## src/design/ipdpc_pkg.sv

```systemverilog
package ipdpc_pkg;

  localparam int ValueWidthDef = 32;

  localparam int DataW    = 32;
  localparam int DtW      = 16;
  localparam int CfgIdxW  = 2;

  // shared multiplier: 33 x 32 magnitude product
  localparam int MulAW    = 33;
  localparam int MulBW    = 32;
  localparam int ProdW    = 64;

  // shared restoring divider: quotient always below 2^31
  localparam int DivRemW  = 50;
  localparam int DivSteps = 31;
  localparam int DivCntW  = $clog2(DivSteps);

  localparam logic [DataW-1:0] KpReset  = 32'd589824;
  localparam logic [DataW-1:0] KdReset  = 32'd294912;
  localparam logic [DataW-1:0] StrReset = 32'd65536;

  typedef enum logic [CfgIdxW-1:0] {
    CFG_KP       = 2'd0,
    CFG_KD       = 2'd1,
    CFG_STRENGTH = 2'd2
  } cfg_idx_e;

  typedef struct packed {
    logic                start;
    logic [DivRemW-1:0]  rem;
    logic [DivSteps-1:0] num;
    logic [DivRemW-1:0]  den;
  } div_req_t;

  typedef struct packed {
    logic                busy;
    logic [DivSteps-1:0] quot;
  } div_sts_t;

endpackage

```

## src/design/ipdpc_mul.sv

```systemverilog
module ipdpc_mul (
  input  logic                            clk_i,
  input  logic [ipdpc_pkg::MulAW-1:0]     a_i,
  input  logic [ipdpc_pkg::MulBW-1:0]     b_i,
  output logic [ipdpc_pkg::ProdW-1:0]     prod_o
);

  logic [ipdpc_pkg::MulAW+ipdpc_pkg::MulBW-1:0] full;
  logic [ipdpc_pkg::ProdW-1:0]                  prod_q;

  assign full   = a_i * b_i;
  assign prod_o = prod_q;

  always_ff @(posedge clk_i) begin
    prod_q <= full[ipdpc_pkg::ProdW-1:0];
  end

endmodule

```

## config.mk

```make
export PLATFORM = sky130hd
export DESIGN_NAME = ipdpc_mul
export DESIGN_NICKNAME = d
export VERILOG_FILES = /design/src/design/ipdpc_pkg.sv /design/src/design/ipdpc_mul.sv
export SDC_FILE = /design/constraint.sdc
export NUM_CORES = 2
export LEC_CHECK = 0
export BUFFER_PORTS_ARGS = -buffer_cell sky130_fd_sc_hd__buf_2
export CAP_MARGIN = 25
export CORE_MARGIN = 1
export CORE_UTILIZATION = 35
export DETAILED_ROUTE_END_ITERATION = 10
export PLACE_DENSITY = 0.56
export SLEW_MARGIN = 20
export SYNTH_ARGS = -nofsm -noshare
export SYNTH_HDL_FRONTEND = slang
export SYNTH_SLANG_ARGS = --single-unit
```

## constraint.sdc

```tcl
create_clock -name clk_i -period 12.8 [get_ports clk_i]
set_input_delay 1.92 -clock clk_i [delete_from_list [all_inputs] [get_ports clk_i]]
set_output_delay 1.92 -clock clk_i [all_outputs]
set_load 0.02 [all_outputs]
```

**After elaboration in Yosys (flattened, before gate mapping)**

Cells that the tools add are included.

- Output and inout bits: 64
- Input bits: 66
- Flip-flop bits (word level): 64

- $mul: 1

Operators with widths:

| operator | number |
|---|---|
| multiplier 33 x 32 -> 64 bit | 1 |

**Logic depth before layout (Yosys ltp)**

- Word-level depth: 1
- Gate-level depth with buffers: 28

**Worst setup path before layout**

No wires, ideal clock.

- Path type: input to register
- Start: input b_i[8] in the netlist's numbering
- End: register prod_q, in the netlist prod_o[57]
- Data arrival time: 8.319 ns
- Stages: 24
- Setup slack: 4.362 ns
- Buffers on the path: 2
- Library setup time: 0.119 ns
- Cell sequence: clkbuf_1 nand2_1 fa_1 fa_1 fa_1 fa_1 fa_1 inv_1 fa_1 fa_1 inv_1 fa_1 inv_1 ha_1 clkbuf_1 a211oi_1 o21ai_0 a22oi_1 a21oi_1 nand2_1 a211o_2 o22ai_1 a31oi_1 xnor2_1

- Cells in the longest elaborated chain, start to end: 1

Ends and longest elaborated chain:

| what | line | text |
|---|---|---|
| start, declared | ipdpc_mul.sv:4 | `input logic [ipdpc_pkg::MulBW-1:0] b_i,` |
| multiplier 33 x 32 -> 64 bit | ipdpc_mul.sv:11 | `assign full = a_i * b_i;` |
| via full (one bit) | ipdpc_mul.sv:8 | `logic [ipdpc_pkg::MulAW+ipdpc_pkg::MulBW-1:0] full;` |
| end signal, assigned | ipdpc_mul.sv:15 | `prod_q <= full[ipdpc_pkg::ProdW-1:0];` |
| end, declared | ipdpc_mul.sv:9 | `logic [ipdpc_pkg::ProdW-1:0] prod_q;` |

The timed path passes the listed nets, and every way through them passes these cells.

**Final worst setup path**

- Start: input a_i[17] in the netlist's numbering
- End: register prod_q, in the netlist prod_o[57]

- Cells in the longest elaborated chain, start to end: 1

Ends and longest elaborated chain:

| what | line | text |
|---|---|---|
| start, declared | ipdpc_mul.sv:3 | `input logic [ipdpc_pkg::MulAW-1:0] a_i,` |
| multiplier 33 x 32 -> 64 bit | ipdpc_mul.sv:11 |  |
| via full (one bit) | ipdpc_mul.sv:8 |  |

The timed path passes the listed nets, and every way through them passes these cells.

==> summary.txt <==
Worst setup path
  – Worst Path Max Fanout: 32
  – Crit path top cell by count: fa_1
  – CP max-delay cell: buf_2
  – CP cell instances: buf_2 -> nand2_1 -> fa_1 -> fa_1 -> fa_1 -> fa_1 -> inv_1 -> fa_1 -> inv_1 -> fa_1 -> fa_1 -> fa_1 -> inv_1 -> ha_1 -> and4_1 -> nor4b_2 -> a32oi_2 -> nand4_2 -> nand2_1 -> a211o_2 -> o22ai_1 -> a31oi_1 -> xnor2_1
  – Worst setup SP type: primary input
  – Worst EP required: 13.08 ns
  – Worst path arrival time: 9.82 ns
  – CP Class: primary input to flop
  – Critical Path End Type: flop
  – Worst stage delay on the critical path: 0.60 ns

CTS
  – CTS tree: yes
  – Root Driver: clkbuf_16
  – PostCTS Resize Cnt: 0
  – Hold Buf Count CTS: 0
  – Cts bufs inserted: 9
  – Clock slew at reported path FFs: 0.07 ns
  – CTS Sinks: 64
  – CTS Buffer Depth: 2
  – H-tree depth: 3
  – Setup bufs post-CTS: 0

Yosys
  – Synthesized Nets: 5081
  – Post-synth EDFFs: 0
  – Synth Warn #: 0
  – Ys async rst share: 0%
  – Syn Std Cell Area: 35100 um2
  – Synthesized area per cell: 9.16 um2
  – Gate Count Post-Synth: 3832
  – Post-synthesis sequential area ratio: 3.65%
  – Synth unique cells: 62
  – Post-synthesis register bit count: 64
  – Ys flop type: dfxtp_1

Placement
  – Final HPWL DP: 77.5 mm
  – Area after DPL: 36700 um2
  – Routability Congestion: 0.931
  – Port Buffers: 129

Outcome
  – Status: completed

STA
  – Final hold viol count: 0
  – Crit share post-route: 74.5%
  – FMAX: 105 MHz
  – Max-slew violation total from the final report: 0
  – Slew HR: 37.0%
  – RSZ-0062 raised after global routing: no
  – Final setup vio count: 0
  – Fin Setup TNS: 0 ns
  – Worst Tran Pin Value: 0.945 ns
  – Period minus WS final: 9.54 ns

Route
  – Drt drc: 0
  – Drt wl/cell: 19.2 um
  – Routed Wire Length: 97.4 mm
  – Vias: 25000
  – DRT Pass-1 Iters: 6
  – Post-route ant nets: 0
  – 1st-iter DRT viols: 1193
  – Vias/cell: 4.93

Layout
  – Max reg flops: 64
  – Share of layout cells above drive strength 1: 4.79%
  – Design area: 37000 um2
  – FF/Latch Area: 1280 um2
  – Commonest non-fill, non-tap cells in the layout: fa_1 (925), inv_1 (913), nand2_1 (593)
  – Commonest non-fill, non-tap cell in the layout: fa_1
  – Filler cell count: 10100
  – Area Overhead vs Synth: 5.23%
  – Multi-input logic area: 29600 um2
  – NumNets Final: 5021

Die
  – Initial Util: 35.5%
  – Die Y: 319 um
  – Core box area: 98900 um2
  – DIE AREA: 102000 um2
  – I/O Pins: 130
  – Rows: 115
  – Die W: 319 um

Global routing
  – Vias in the first global route: 27400
  – GRT Overall Usage: 19.8%
  – Largest net degree at the start of global routing: 34
  – Initial antenna violation count: 4
  – Total grt overflow: 0
  – First-pass GRT wire length: 154 mm

Hold path
  – Min-Delay Path Class: primary input to flop

Flow run
  – Max_cap viols: 0
==> layer usage <==
metal  vias to the layer above  track usage (%)  wire length [um]
li1                      10900                -                 -
met1                     13300             23.1             36700
met2                       607             36.6             52800
met3                       167             1.85              3590
met4                         6             8.75              4360
met5                         -                0                39
==> cells by family after synthesis <==
| family | Yosys count | share of synthesized area [%] |
|---|---|---|
| AND/OR/NAND/NOR | 1194 | 16.9 |
| buffers and inverters | 1129 | 12.1 |
| flip-flops | 64 | 3.65 |
| XOR/XNOR | 66 | 1.65 |
| adder cells (fa/ha/maj) | 1183 | 61.9 |
| AO/OA/AOI/OAI | 196 | 3.81 |
==> worst paths after layout <==
check | slack (ns) | start | depth (start not counted) | to
max | 3.26 | a_i[17] | 23 | prod_o[57]
min | 2.01 | a_i[0] | 2 | prod_o[0]
==> per-stage QoR <==
| stage | std cells | hold WS, ns | setup slack (ns) | utilization, % |
|---|---|---|---|---|
| 2_1_floorplan | 3832 | 2.05 | 4.36 | - |
| 3_3_place_gp | 5048 | 2.34 | 2.97 | 37.1 |
| 3_5_place_dp | 5048 | 2.33 | 2.95 | 37.1 |
| 4_1_cts | 5064 | 1.98 | 3.37 | 37.4 |
| 5_1_grt | 5065 | 2.01 | 2.99 | 37.4 |
| 6_report | 5065 | 2.01 | 3.26 | 37.4 |
==> final cells by class <==
type / instances / share of cell area [%]
multi-input combinational: 2639 / 80.1
inverter: 913 / 9.27
tap: 1287 / 4.36
sequential: 64 / 3.47
timing repair buffer: 145 / 2.07
clock buffer: 10 / 0.647
clock inverter: 6 / 0.119
antenna: 1 / 0.00677
==> worst max-delay path, delay by kind of cell <==
family	cells	cell delay (ns)
adders and majority gates	9	4.40
and+or+nand+nor	5	1.43
AOI/OAI and AO/OA	4	1.09
buffers and inverters	4	0.75
xor gates and xnor gates	1	0.14
==> synthesized netlist by cell type, types with 16 or more instances <==
| cell | n | area (um2) |
|---|---|---|
| xor2_1 | 22 | 193 |
| and2_1 | 502 | 3140 |
| nor2_1 | 26 | 97.6 |
| ha_1 | 258 | 3230 |
| a21oi_1 | 65 | 325 |
| inv_1 | 913 | 3430 |
| fa_1 | 925 | 18500 |
| nand2_1 | 593 | 2230 |
| nand4_1 | 16 | 100 |
| o21ai_0 | 34 | 170 |
| clkbuf_1 | 205 | 769 |
| a21o_1 | 24 | 180 |
| xnor2_1 | 44 | 385 |
| dfxtp_1 | 64 | 1280 |
Power is not shown: default switching activity piles up to over one toggle a cycle in this logic, so the estimate is an artifact.
