===== config.mk =====
export PLATFORM = sky130hd
export DESIGN_NAME = ipdpc_div
export DESIGN_NICKNAME = d
export VERILOG_FILES = /design/src/design/ipdpc_pkg.sv /design/src/design/ipdpc_div.sv
export SDC_FILE = /design/constraint.sdc
export NUM_CORES = 1
export LEC_CHECK = 0
export ABC_AREA = 1
export BUFFER_PORTS_ARGS = -buffer_cell sky130_fd_sc_hd__buf_4
export CAP_MARGIN = 20
export CORE_UTILIZATION = 25
export DETAILED_ROUTE_END_ITERATION = 10
export HOLD_SLACK_MARGIN = 0.03
export MAX_ROUTING_LAYER = met4
export PLACE_DENSITY = 0.39
export SLEW_MARGIN = 20
export SYNTH_ARGS = -nofsm -noshare
export SYNTH_HDL_FRONTEND = slang
export SYNTH_SLANG_ARGS = --single-unit

===== constraint.sdc =====
create_clock -name clk_i -period 4.7 [get_ports clk_i]
set_input_delay 0.705 -clock clk_i [delete_from_list [all_inputs] [get_ports clk_i]]
set_output_delay 0.705 -clock clk_i [all_outputs]
set_load 0.01 [all_outputs]

===== src/design/ipdpc_pkg.sv =====
package ipdpc_pkg;

  localparam int ValueWidthDef = 32;

  localparam int DataW    = 32;
  localparam int DtW      = 16;
  localparam int CfgIdxW  = 2;

  // shared multiplier: 33 x 32 magnitude product
  localparam int MulAW    = 33;
  localparam int MulBW    = 32;
  localparam int ProdW    = 64;

  // shared restoring divider: quotient always below 2^31
  localparam int DivRemW  = 50;
  localparam int DivSteps = 31;
  localparam int DivCntW  = $clog2(DivSteps);

  localparam logic [DataW-1:0] KpReset  = 32'd589824;
  localparam logic [DataW-1:0] KdReset  = 32'd294912;
  localparam logic [DataW-1:0] StrReset = 32'd65536;

  typedef enum logic [CfgIdxW-1:0] {
    CFG_KP       = 2'd0,
    CFG_KD       = 2'd1,
    CFG_STRENGTH = 2'd2
  } cfg_idx_e;

  typedef struct packed {
    logic                start;
    logic [DivRemW-1:0]  rem;
    logic [DivSteps-1:0] num;
    logic [DivRemW-1:0]  den;
  } div_req_t;

  typedef struct packed {
    logic                busy;
    logic [DivSteps-1:0] quot;
  } div_sts_t;

endpackage


===== src/design/ipdpc_div.sv =====
module ipdpc_div (
  input  logic                  clk_i,
  input  logic                  rst_ni,
  input  ipdpc_pkg::div_req_t   req_i,
  output ipdpc_pkg::div_sts_t   sts_o
);

  logic [ipdpc_pkg::DivRemW-1:0]  rem_q;
  logic [ipdpc_pkg::DivSteps-1:0] num_q;
  logic [ipdpc_pkg::DivRemW-1:0]  den_q;
  logic [ipdpc_pkg::DivSteps-1:0] quo_q;
  logic [ipdpc_pkg::DivCntW-1:0]  cnt_q;
  logic                           busy_q;

  logic [ipdpc_pkg::DivRemW:0]    shifted;
  logic [ipdpc_pkg::DivRemW:0]    trial;
  logic                           qbit;

  assign shifted = {rem_q, num_q[ipdpc_pkg::DivSteps-1]};
  assign trial   = shifted - {1'b0, den_q};
  assign qbit    = !trial[ipdpc_pkg::DivRemW];

  assign sts_o.busy = busy_q;
  assign sts_o.quot = quo_q;

  always_ff @(posedge clk_i or negedge rst_ni) begin
    if (!rst_ni) begin
      busy_q <= 1'b0;
      cnt_q  <= '0;
    end else if (req_i.start) begin
      busy_q <= 1'b1;
      cnt_q  <= ipdpc_pkg::DivCntW'(ipdpc_pkg::DivSteps - 1);
    end else if (busy_q) begin
      if (cnt_q == '0) begin
        busy_q <= 1'b0;
      end else begin
        cnt_q <= cnt_q - 1'b1;
      end
    end
  end

  always_ff @(posedge clk_i) begin
    if (req_i.start) begin
      rem_q <= req_i.rem;
      num_q <= req_i.num;
      den_q <= req_i.den;
      quo_q <= '0;
    end else if (busy_q) begin
      rem_q <= qbit ? trial[ipdpc_pkg::DivRemW-1:0] : shifted[ipdpc_pkg::DivRemW-1:0];
      num_q <= {num_q[ipdpc_pkg::DivSteps-2:0], 1'b0};
      quo_q <= {quo_q[ipdpc_pkg::DivSteps-2:0], qbit};
    end
  end

  a_no_restart: assert property (@(posedge clk_i) disable iff (!rst_ni)
    req_i.start |-> !busy_q)
    else $error("divider restarted while busy");

  a_rem_bound: assert property (@(posedge clk_i) disable iff (!rst_ni)
    busy_q |-> (rem_q < den_q))
    else $error("partial remainder not below divisor");

  a_den_nonzero: assert property (@(posedge clk_i) disable iff (!rst_ni)
    busy_q |-> (den_q != '0))
    else $error("division by zero");

endmodule


# == After elaboration in Yosys (flattened, before gate mapping) ==
# Index checks and enable logic that the tools add are counted.
# totals
register_bits,168
input_bits,134
out_inout_bits,32
elab_cells,24
# classes
addsub,2
eq_ne,1
mux,11
n_reduce_logical,4
# op_table
cell,n
50-bit two-way mux,3
31-bit two-way mux,2
51-bit by 50-bit subtractor with 51-bit output,1
5-bit two-way mux,3
5-bit zero test,1
"5-bit by 1-bit subtractor with 5-bit output, second input constant",1
1-bit two-way mux,3
"2-bit != test, second input constant",1
2-bit AND reduction,1
2-bit nonzero test,1
1-bit zero test,1

# == Depth between registers and ports, before layout ==
# Gate-level depths: netlist of the first run.
# logic_depth
ltp_word,4
ltp_mapped,18
mapped_depth_nobuf,17

# == Least setup slack after synthesis of the first run ==
# Ideal clock, no wire load.
# synth_timing
kind,input port to flip-flop
startpoint,in req_i[131] (netlist bit)
endpoint,"reg num_q[0] (netlist bit), enable pin"
setup_time_ps,477
arrival_time_ps,3254
t_required_ps,4223
path_slack_ps,969
stages,3
n_path_buf,1
cell_sequence,nor2_1 inv_1 clkbuf_1
# synth_via
elab_chain_len,1
# synth_rtl
item,line_no,rtl
"start, declared",ipdpc_div.sv:4,"input ipdpc_pkg::div_req_t req_i,"
2-bit nonzero test (no line),-,
"end signal, assigned",ipdpc_div.sv:45,num_q <= req_i.num;
"end signal, assigned",ipdpc_div.sv:50,"num_q <= {num_q[ipdpc_pkg::DivSteps-2:0], 1'b0};"
"end, declared",ipdpc_div.sv:9,logic [ipdpc_pkg::DivSteps-1:0] num_q;
# Every way passes these cells.
# A chain may end at the register's enable or synchronous reset.

# == Final worst setup path of the first run ==
# layout_timing
startpoint,reg rem_q[40] (netlist bit)
endpoint,reg rem_q[39] (netlist bit) (data pin)
# layout_via
elab_chain_len,4
# layout_rtl
item,line_no,rtl
"start, declared",ipdpc_div.sv:8,logic [ipdpc_pkg::DivRemW-1:0] rem_q;
"start signal, assigned",ipdpc_div.sv:44,rem_q <= req_i.rem;
"start signal, assigned",ipdpc_div.sv:49,rem_q <= qbit ? trial[ipdpc_pkg::DivRemW-1:0] : shifted[ipdpc_pkg::DivRemW-1:0];
51-bit by 50-bit subtractor with 51-bit output,ipdpc_div.sv:20,"assign trial = shifted - {1'b0, den_q};"
50-bit two-way mux,ipdpc_div.sv:49,
50-bit two-way mux,ipdpc_div.sv:48,end else if (busy_q) begin
50-bit two-way mux,ipdpc_div.sv:43,if (req_i.start) begin
# Every way passes these cells. The select of a mux whose other input is x is not followed.

==> flow_metrics.env, run 1 <==
export IMPL_die_y_um=217
export IMPL_hold_path_depth=1
export IMPL_pin_count=166
export IMPL_htreeDepth=4
export IMPL_arrival_ns=3.77
export IMPL_syn_area_mm2=0.0115
export IMPL_grt_antenna_before_repair=1
export IMPL_maxCapViolCount=0
export IMPL_rows=78
export IMPL_grtUsageTotal=0.181
export IMPL_critPathTopFamily="simple AND/OR/NAND/NOR gates"
export IMPL_grt_pass1_vias=10947
export IMPL_tightest_slew_ns=1.07
export IMPL_clock_skew_ns=0.0157
export IMPL_avgSynthCellArea_um2=6.92
export IMPL_outcome="finished, final reports clean"
export IMPL_drc=0
export IMPL_grt_start_max_net_pins=66
export IMPL_vias_per_cell=4.34
export IMPL_place_area_mm2=0.0134
export IMPL_critPathMaxStageDelay_ns=0.63
export IMPL_yosys_warnings=0
export IMPL_die_w_um=217
export IMPL_final_layout_size_suffix_gt1_frac=0.125
export IMPL_timing_rr_end="rem_q[39]"
export IMPL_cts_tree="built"
export IMPL_final_antenna_net_count=0
export IMPL_reg2reg_from="rem_q[40]"
export IMPL_critPathKind="reg2reg"
export IMPL_finalInstanceArea_mm2=0.0140
export IMPL_maxSlewViolCount=0
export IMPL_place_hpwl_mm=31.4
export IMPL_synth_area_leaders="edfxtp_1 (34%), nand2_1 (22%), inv_1 (11%)"
export IMPL_vias=10559
export IMPL_core_area_mm2=0.0455
export IMPL_finalCritPeriodShare=0.751
export IMPL_start_kind="flip-flop"
export IMPL_initial_utilization=0.254
export IMPL_yosys_top_cells_count="nand2_1 (665), inv_1 (344), nand3_1 (133)"
export IMPL_reg2reg_depth=13
export IMPL_yosysUniqueCellTypes=37
export IMPL_maxClockFrequency_ghz=0.283
export IMPL_synth_edf_count=131
export IMPL_path_buf_inv=1
export IMPL_io_buffers=165
export IMPL_cts_resized=0
export IMPL_relSlewSlack=0.286
export IMPL_final_hold_viol_count=0
export IMPL_cp_end_kind="flip-flop"
export IMPL_grt_overflow_total=0
export IMPL_cts_buffer_depth=2
export IMPL_reg2reg_setup_slack_ns=1.17
export IMPL_cpMostUsedCell="nand2_1"
export IMPL_slowest_stage="nand3_2"
export IMPL_post_drt_wl_per_cell_um=16.3
export IMPL_hold_path_class="in2reg"
export IMPL_ir_drop_v=0.000346
export IMPL_ys_flop_type="edfxtp_1"
export IMPL_ctsRootBufferMaster="clkbuf_16"
export IMPL_rsz0062_at_grt="false"
export IMPL_power_leakage_uw=0.00729
export IMPL_grt_pass1_wl_mm=62.1
export IMPL_drt_iter0_drc=440
export IMPL_hold_path_startpoint="req_i[14]"
export IMPL_syn_inst=1667
export IMPL_routed_wirelength_mm=39.7
export IMPL_yosysTopAreaCell="edfxtp_1"
export IMPL_worstPathRequired_ns=4.94
export IMPL_cts_sinks=168
export IMPL_setup_violations_final=0
export IMPL_yosysSeqAreaShare=0.408
export IMPL_fin_tns_setup_ns=0
export IMPL_async_flop_share=0.0357
export IMPL_syn2layout_area_growth_pct=21.5
export IMPL_synth_seq_cells=168
export IMPL_final_util=0.308
export IMPL_period_minus_slack_ns=3.53
export IMPL_dieArea_mm2=0.0470
export IMPL_power_density_mw_per_mm2=593
export IMPL_yosysMostFrequentCell="nand2_1"
export IMPL_cts_buffers_inserted=17
export IMPL_nNetsFinal=2008
export IMPL_clkLatencyLatePin_ns=0.50
export IMPL_crit_chain="ha_1, a21oi_1, inv_1, a21oi_2, nand2_1, nand2_1, nand2_1, a21oi_4, nand3_2, nand2_4, nand2_1, nand3_1, nand2_1"
export IMPL_synth_nets=1854
export IMPL_drt_pass1_iter_count=5
export IMPL_min_to="den_q[14]"
export IMPL_place_congestion=0.889
export IMPL_clk_pin_slew_ns=0.07
export IMPL_synth_top_area_share=0.341
export IMPL_crit_fanout=25
worst max-delay path by stage:
stage | depth (start not counted) | end | from
floorplan | 3 | num_q[0] | req_i[131]
global placement | 13 | rem_q[38] | rem_q[40]
detailed placement | 13 | rem_q[43] | rem_q[40]
CTS | 13 | rem_q[39] | rem_q[40]
global route | 13 | rem_q[36] | rem_q[40]
finish | 13 | rem_q[39] | rem_q[40]
per-stage QoR:
stage               total power (uW)  cells  setup slack [ns]  hold WS [ns]
global placement                6910   2401              1.18         0.442
global route                    9130   2435             0.862         0.342
finish                          8320   2435              1.17         0.387
CTS                             8460   2434              1.14         0.341
floorplan                       5480   1667             0.969         0.409
detailed placement              6890   2401              1.15         0.459
sequential cells by signal, indices dropped and copies added (netlist names):
register  count
busy_q        1
cnt_q         5
den_q        50
num_q        31
quo_q        31
rem_q        50
where the power goes:
part           internal, uW  switching [uW]  leakage [uW]
sequential             1980             164       0.00168
clock                   781             721      0.000304
combinational          1540            3130       0.00531
total                  4300            4020       0.00729
metal layers:
metal  track usage  vias up  part of all wire
li1              -     5468                 -
met1         0.222     4872              0.47
met2         0.292      178              0.46
met3        0.0450       41             0.044
met4        0.0587        0             0.022
met5             -        -                 0
cells in the final DEF, fill, tap and decap left out, types with 2 or more instances in the layout:
| cell type | count |
|---|---|
| nor2_1 | 84 |
| inv_2 | 8 |
| o21bai_1 | 10 |
| nand4_1 | 16 |
| nand2_4 | 5 |
| o21ai_0 | 11 |
| o22ai_1 | 30 |
| clkinv_4 | 2 |
| nand2_1 | 665 |
| nand3b_1 | 19 |
| nor2_2 | 4 |
| nor4_1 | 4 |
| dfxtp_1 | 31 |
| dfrtp_1 | 6 |
| inv_1 | 342 |
| a21boi_0 | 3 |
| clkbuf_16 | 19 |
| inv_6 | 3 |
| xnor2_1 | 22 |
| nor3_1 | 11 |
| buf_4 | 171 |
| inv_8 | 5 |
| nand3_1 | 133 |
| ha_1 | 52 |
| a21oi_1 | 30 |
| nand3_2 | 2 |
| edfxtp_1 | 131 |
logic make-up after synthesis:
family	after synthesis	synth area share
and+or+nand+nor	948	0.342
buffers and inverters	389	0.130
DFF	168	0.408
AOI/OAI and AO/OA	86	0.0447
adders and majority gates	53	0.0581
xor gates and xnor gates	23	0.0175
what timing repair did:
action	in CTS	in global routing
buffers inserted	0	0
hold endpoints to repair	6	0
hold buffers	1	0
cell type report:
cell class | count | area, um^2
Tap cell | 600 | 751
Clock inverter | 12 | 121
Clock buffer | 20 | 489
Antenna cell | 1 | 2.50
Timing Repair Buffer | 172 | 1290
Sequential cell | 168 | 4700
Multi-Input combinational cell | 1110 | 5340
Inverter | 352 | 1320
Fill cell | 5194 | 31500
Note: power is estimated with default switching activity, not from simulation.
==> inputs of run 2 (changes only) <==
clock period = 3.43 ns   (was 4.7 ns; I/O delays follow)
==> run 2 against run 1 <==
Against the previous run:
- die area stayed put
- sequential share of layout area decreased by 0.18 points
- critical path depth up 1
- cell count increased by 0.45%
- fmax up 17%
- largest cell class unchanged
- largest power group unchanged
- core utilization increased by 0.17 points
- clock skew up 0.0058 ns
- count of clock-buffer cells in the layout is 1 higher
- worst setup slack got worse by 0.75 ns
- first-iteration DRC count grew 30%
==> flow_metrics.env, run 2 (synthesis gave the netlist of run 1 again) <==
export IMPL_rows=78
export IMPL_cp_startpoint="num_q[30]"
export IMPL_top_usage_layer="met2"
export IMPL_grt_start_max_net_pins=78
export IMPL_final_antenna_net_count=0
export IMPL_maxSlewViolCount=0
export IMPL_clk_pin_slew_ns=0.07
export IMPL_hold_path_class="in2reg"
export IMPL_rsz0062_at_grt="false"
export IMPL_drt_iter0_drc=574
export IMPL_gr_usage_met2=0.289
export IMPL_setup_violations_final=0
export IMPL_finalPower_uw=11500
export IMPL_fin_tns_setup_ns=0
export IMPL_p_comb_frac=0.571
export IMPL_holdWs_ns=0.204
export IMPL_ir_drop_v=0.000306
export IMPL_layout_commonest_cell="nand2_1"
export IMPL_ctsRootBufferMaster="clkbuf_16"
export IMPL_fillers=5149
export IMPL_clkLatencyLatePin_ns=0.49
export IMPL_htreeDepth=4
export IMPL_top_regs="den_q x50, rem_q x50"
export IMPL_grt_pass1_wl_mm=61.4
export IMPL_cts_buffers_inserted=17
export IMPL_die_y_um=217
export IMPL_core_area_mm2=0.0455
export IMPL_power_leakage_uw=0.00733
export IMPL_final_layout_size_suffix_gt1_frac=0.130
export IMPL_crit_fanout=13
export IMPL_vias=10588
export IMPL_pwr_share_seq=0.256
export IMPL_cts_tree="built"
export IMPL_p_sw_uw=5540
export IMPL_post_drt_wl_per_cell_um=16.1
export IMPL_io_buffers=165
export IMPL_dieArea_mm2=0.0470
export IMPL_layout_common_cells="nand2_1 (665), inv_1 (342), buf_4 (181), nand3_1 (133), edfxtp_1 (131)"
export IMPL_maxClockFrequency_ghz=0.333
export IMPL_cts_sinks=168
export IMPL_period_minus_slack_ns=3.00
export IMPL_grt_antenna_before_repair=1
export IMPL_drc=0
export IMPL_relSlewSlack=0.336
export IMPL_place_hpwl_mm=31.5
export IMPL_cts_resized=0
export IMPL_grt_overflow_total=0
export IMPL_initial_utilization=0.254
export IMPL_p_int_uw=6000
export IMPL_grt_pass1_vias=10882
export IMPL_maxCapViolCount=0
export IMPL_nNetsFinal=2019
export IMPL_place_area_mm2=0.0135
export IMPL_vias_per_cell=4.33
export IMPL_arrival_ns=3.24
export IMPL_die_w_um=217
export IMPL_pin_count=166
export IMPL_start_kind="flip-flop"
export IMPL_drt_pass1_iter_count=5
export IMPL_tightest_slew_ns=0.993
export IMPL_reg2reg_from="num_q[30]"
export IMPL_finalInstanceArea_mm2=0.0141
export IMPL_clock_skew_ns=0.0216
export IMPL_critPathKind="reg2reg"
export IMPL_hold_path_startpoint="req_i[11]"
export IMPL_final_hold_viol_count=0
export IMPL_routed_wirelength_mm=39.3
export IMPL_clockPowerShare=0.173
export IMPL_final_util=0.310
export IMPL_cp_end_kind="flip-flop"
export IMPL_cts_setup_buffers=0
export IMPL_power_density_mw_per_mm2=818
export IMPL_cts_buffer_depth=2
export IMPL_outcome="finished, final reports clean"
export IMPL_finalCritPeriodShare=0.876
export IMPL_syn2layout_area_growth_pct=22.1
export IMPL_use_met1=0.221
export IMPL_swShare=0.480
export IMPL_place_congestion=0.879
export IMPL_grtUsageTotal=0.180
export IMPL_worstPathRequired_ns=3.66
export IMPL_reg2reg_setup_slack_ns=0.43
export IMPL_met3_usage=0.0435
run 2: cell types whose count changed in the layout (fill, tap and decap cells not counted):
cell	change
buf_12	+1
buf_4	+10
clkbuf_1	+1
clkinv_2	+1
inv_6	+2
inv_8	-4
run 2: routing by layer:
layer | share of wire | routed length, um | vias up
li1 | - | - | 5500
met1 | 0.47 | 18300 | 4849
met2 | 0.46 | 18200 | 198
met3 | 0.049 | 1910 | 41
met4 | 0.021 | 841 | 0
met5 | 0 | 0 | -
run 2: power by group through the flow:
stage                     Combinational, uW  Clock (uW)  Sequential [uW]
after global routing                   7500        2140             3000
after global placement                 6650           0             2990
final                                  6590        2000             2950
after detailed placement               6610           0             2990
after CTS                              6650        2100             2950
after floorplan                        4600           0             2920
run 2: final cells by class:
class	count	area, um^2	share of cell area
Antenna cell	1	2.50	0.000178
Clock buffer	21	493	0.0350
Inverter	352	1320	0.0939
Tap cell	600	751	0.0533
Clock inverter	11	98.8	0.00701
Sequential cell	168	4700	0.334
Multi-Input combinational cell	1110	5340	0.378
Timing Repair Buffer	183	1390	0.0985
run 2: final timing paths:
path | endpoint | cells after the start
max | rem_q[30] | 14
min | den_q[11] | 1
max reg2reg | rem_q[30] | 14
min reg2reg | quo_q[10] | 2
max in group asynchronous | cnt_q[2] | 2
min in group asynchronous | cnt_q[1] | 2
run 2: critical path: stages, from the launching register on:
cell and delay, ns:
edfxtp_1 0.32, inv_1 0.06, ha_1 0.22, fa_1 0.44
inv_1 0.11, nand3_1 0.09, nand3_2 0.19, nand2_1 0.07
nand2_1 0.20, nand2_2 0.15, nand3_4 0.26, buf_4 0.26
nand3_1 0.18, nand3_1 0.13, nand2_1 0.05
run 2: repair_timing:
item	CTS	global route
hold buffers	1	0
hold endpoints to repair	6	0
setup endpoints to repair	0	0
run 2: through the flow:
stage                     setup WS (ns)  cells
after global routing              0.125   2446
final                             0.426   2446
after floorplan                    1.11   1667
after global placement            0.409   2412
after detailed placement          0.381   2412
after CTS                         0.342   2445
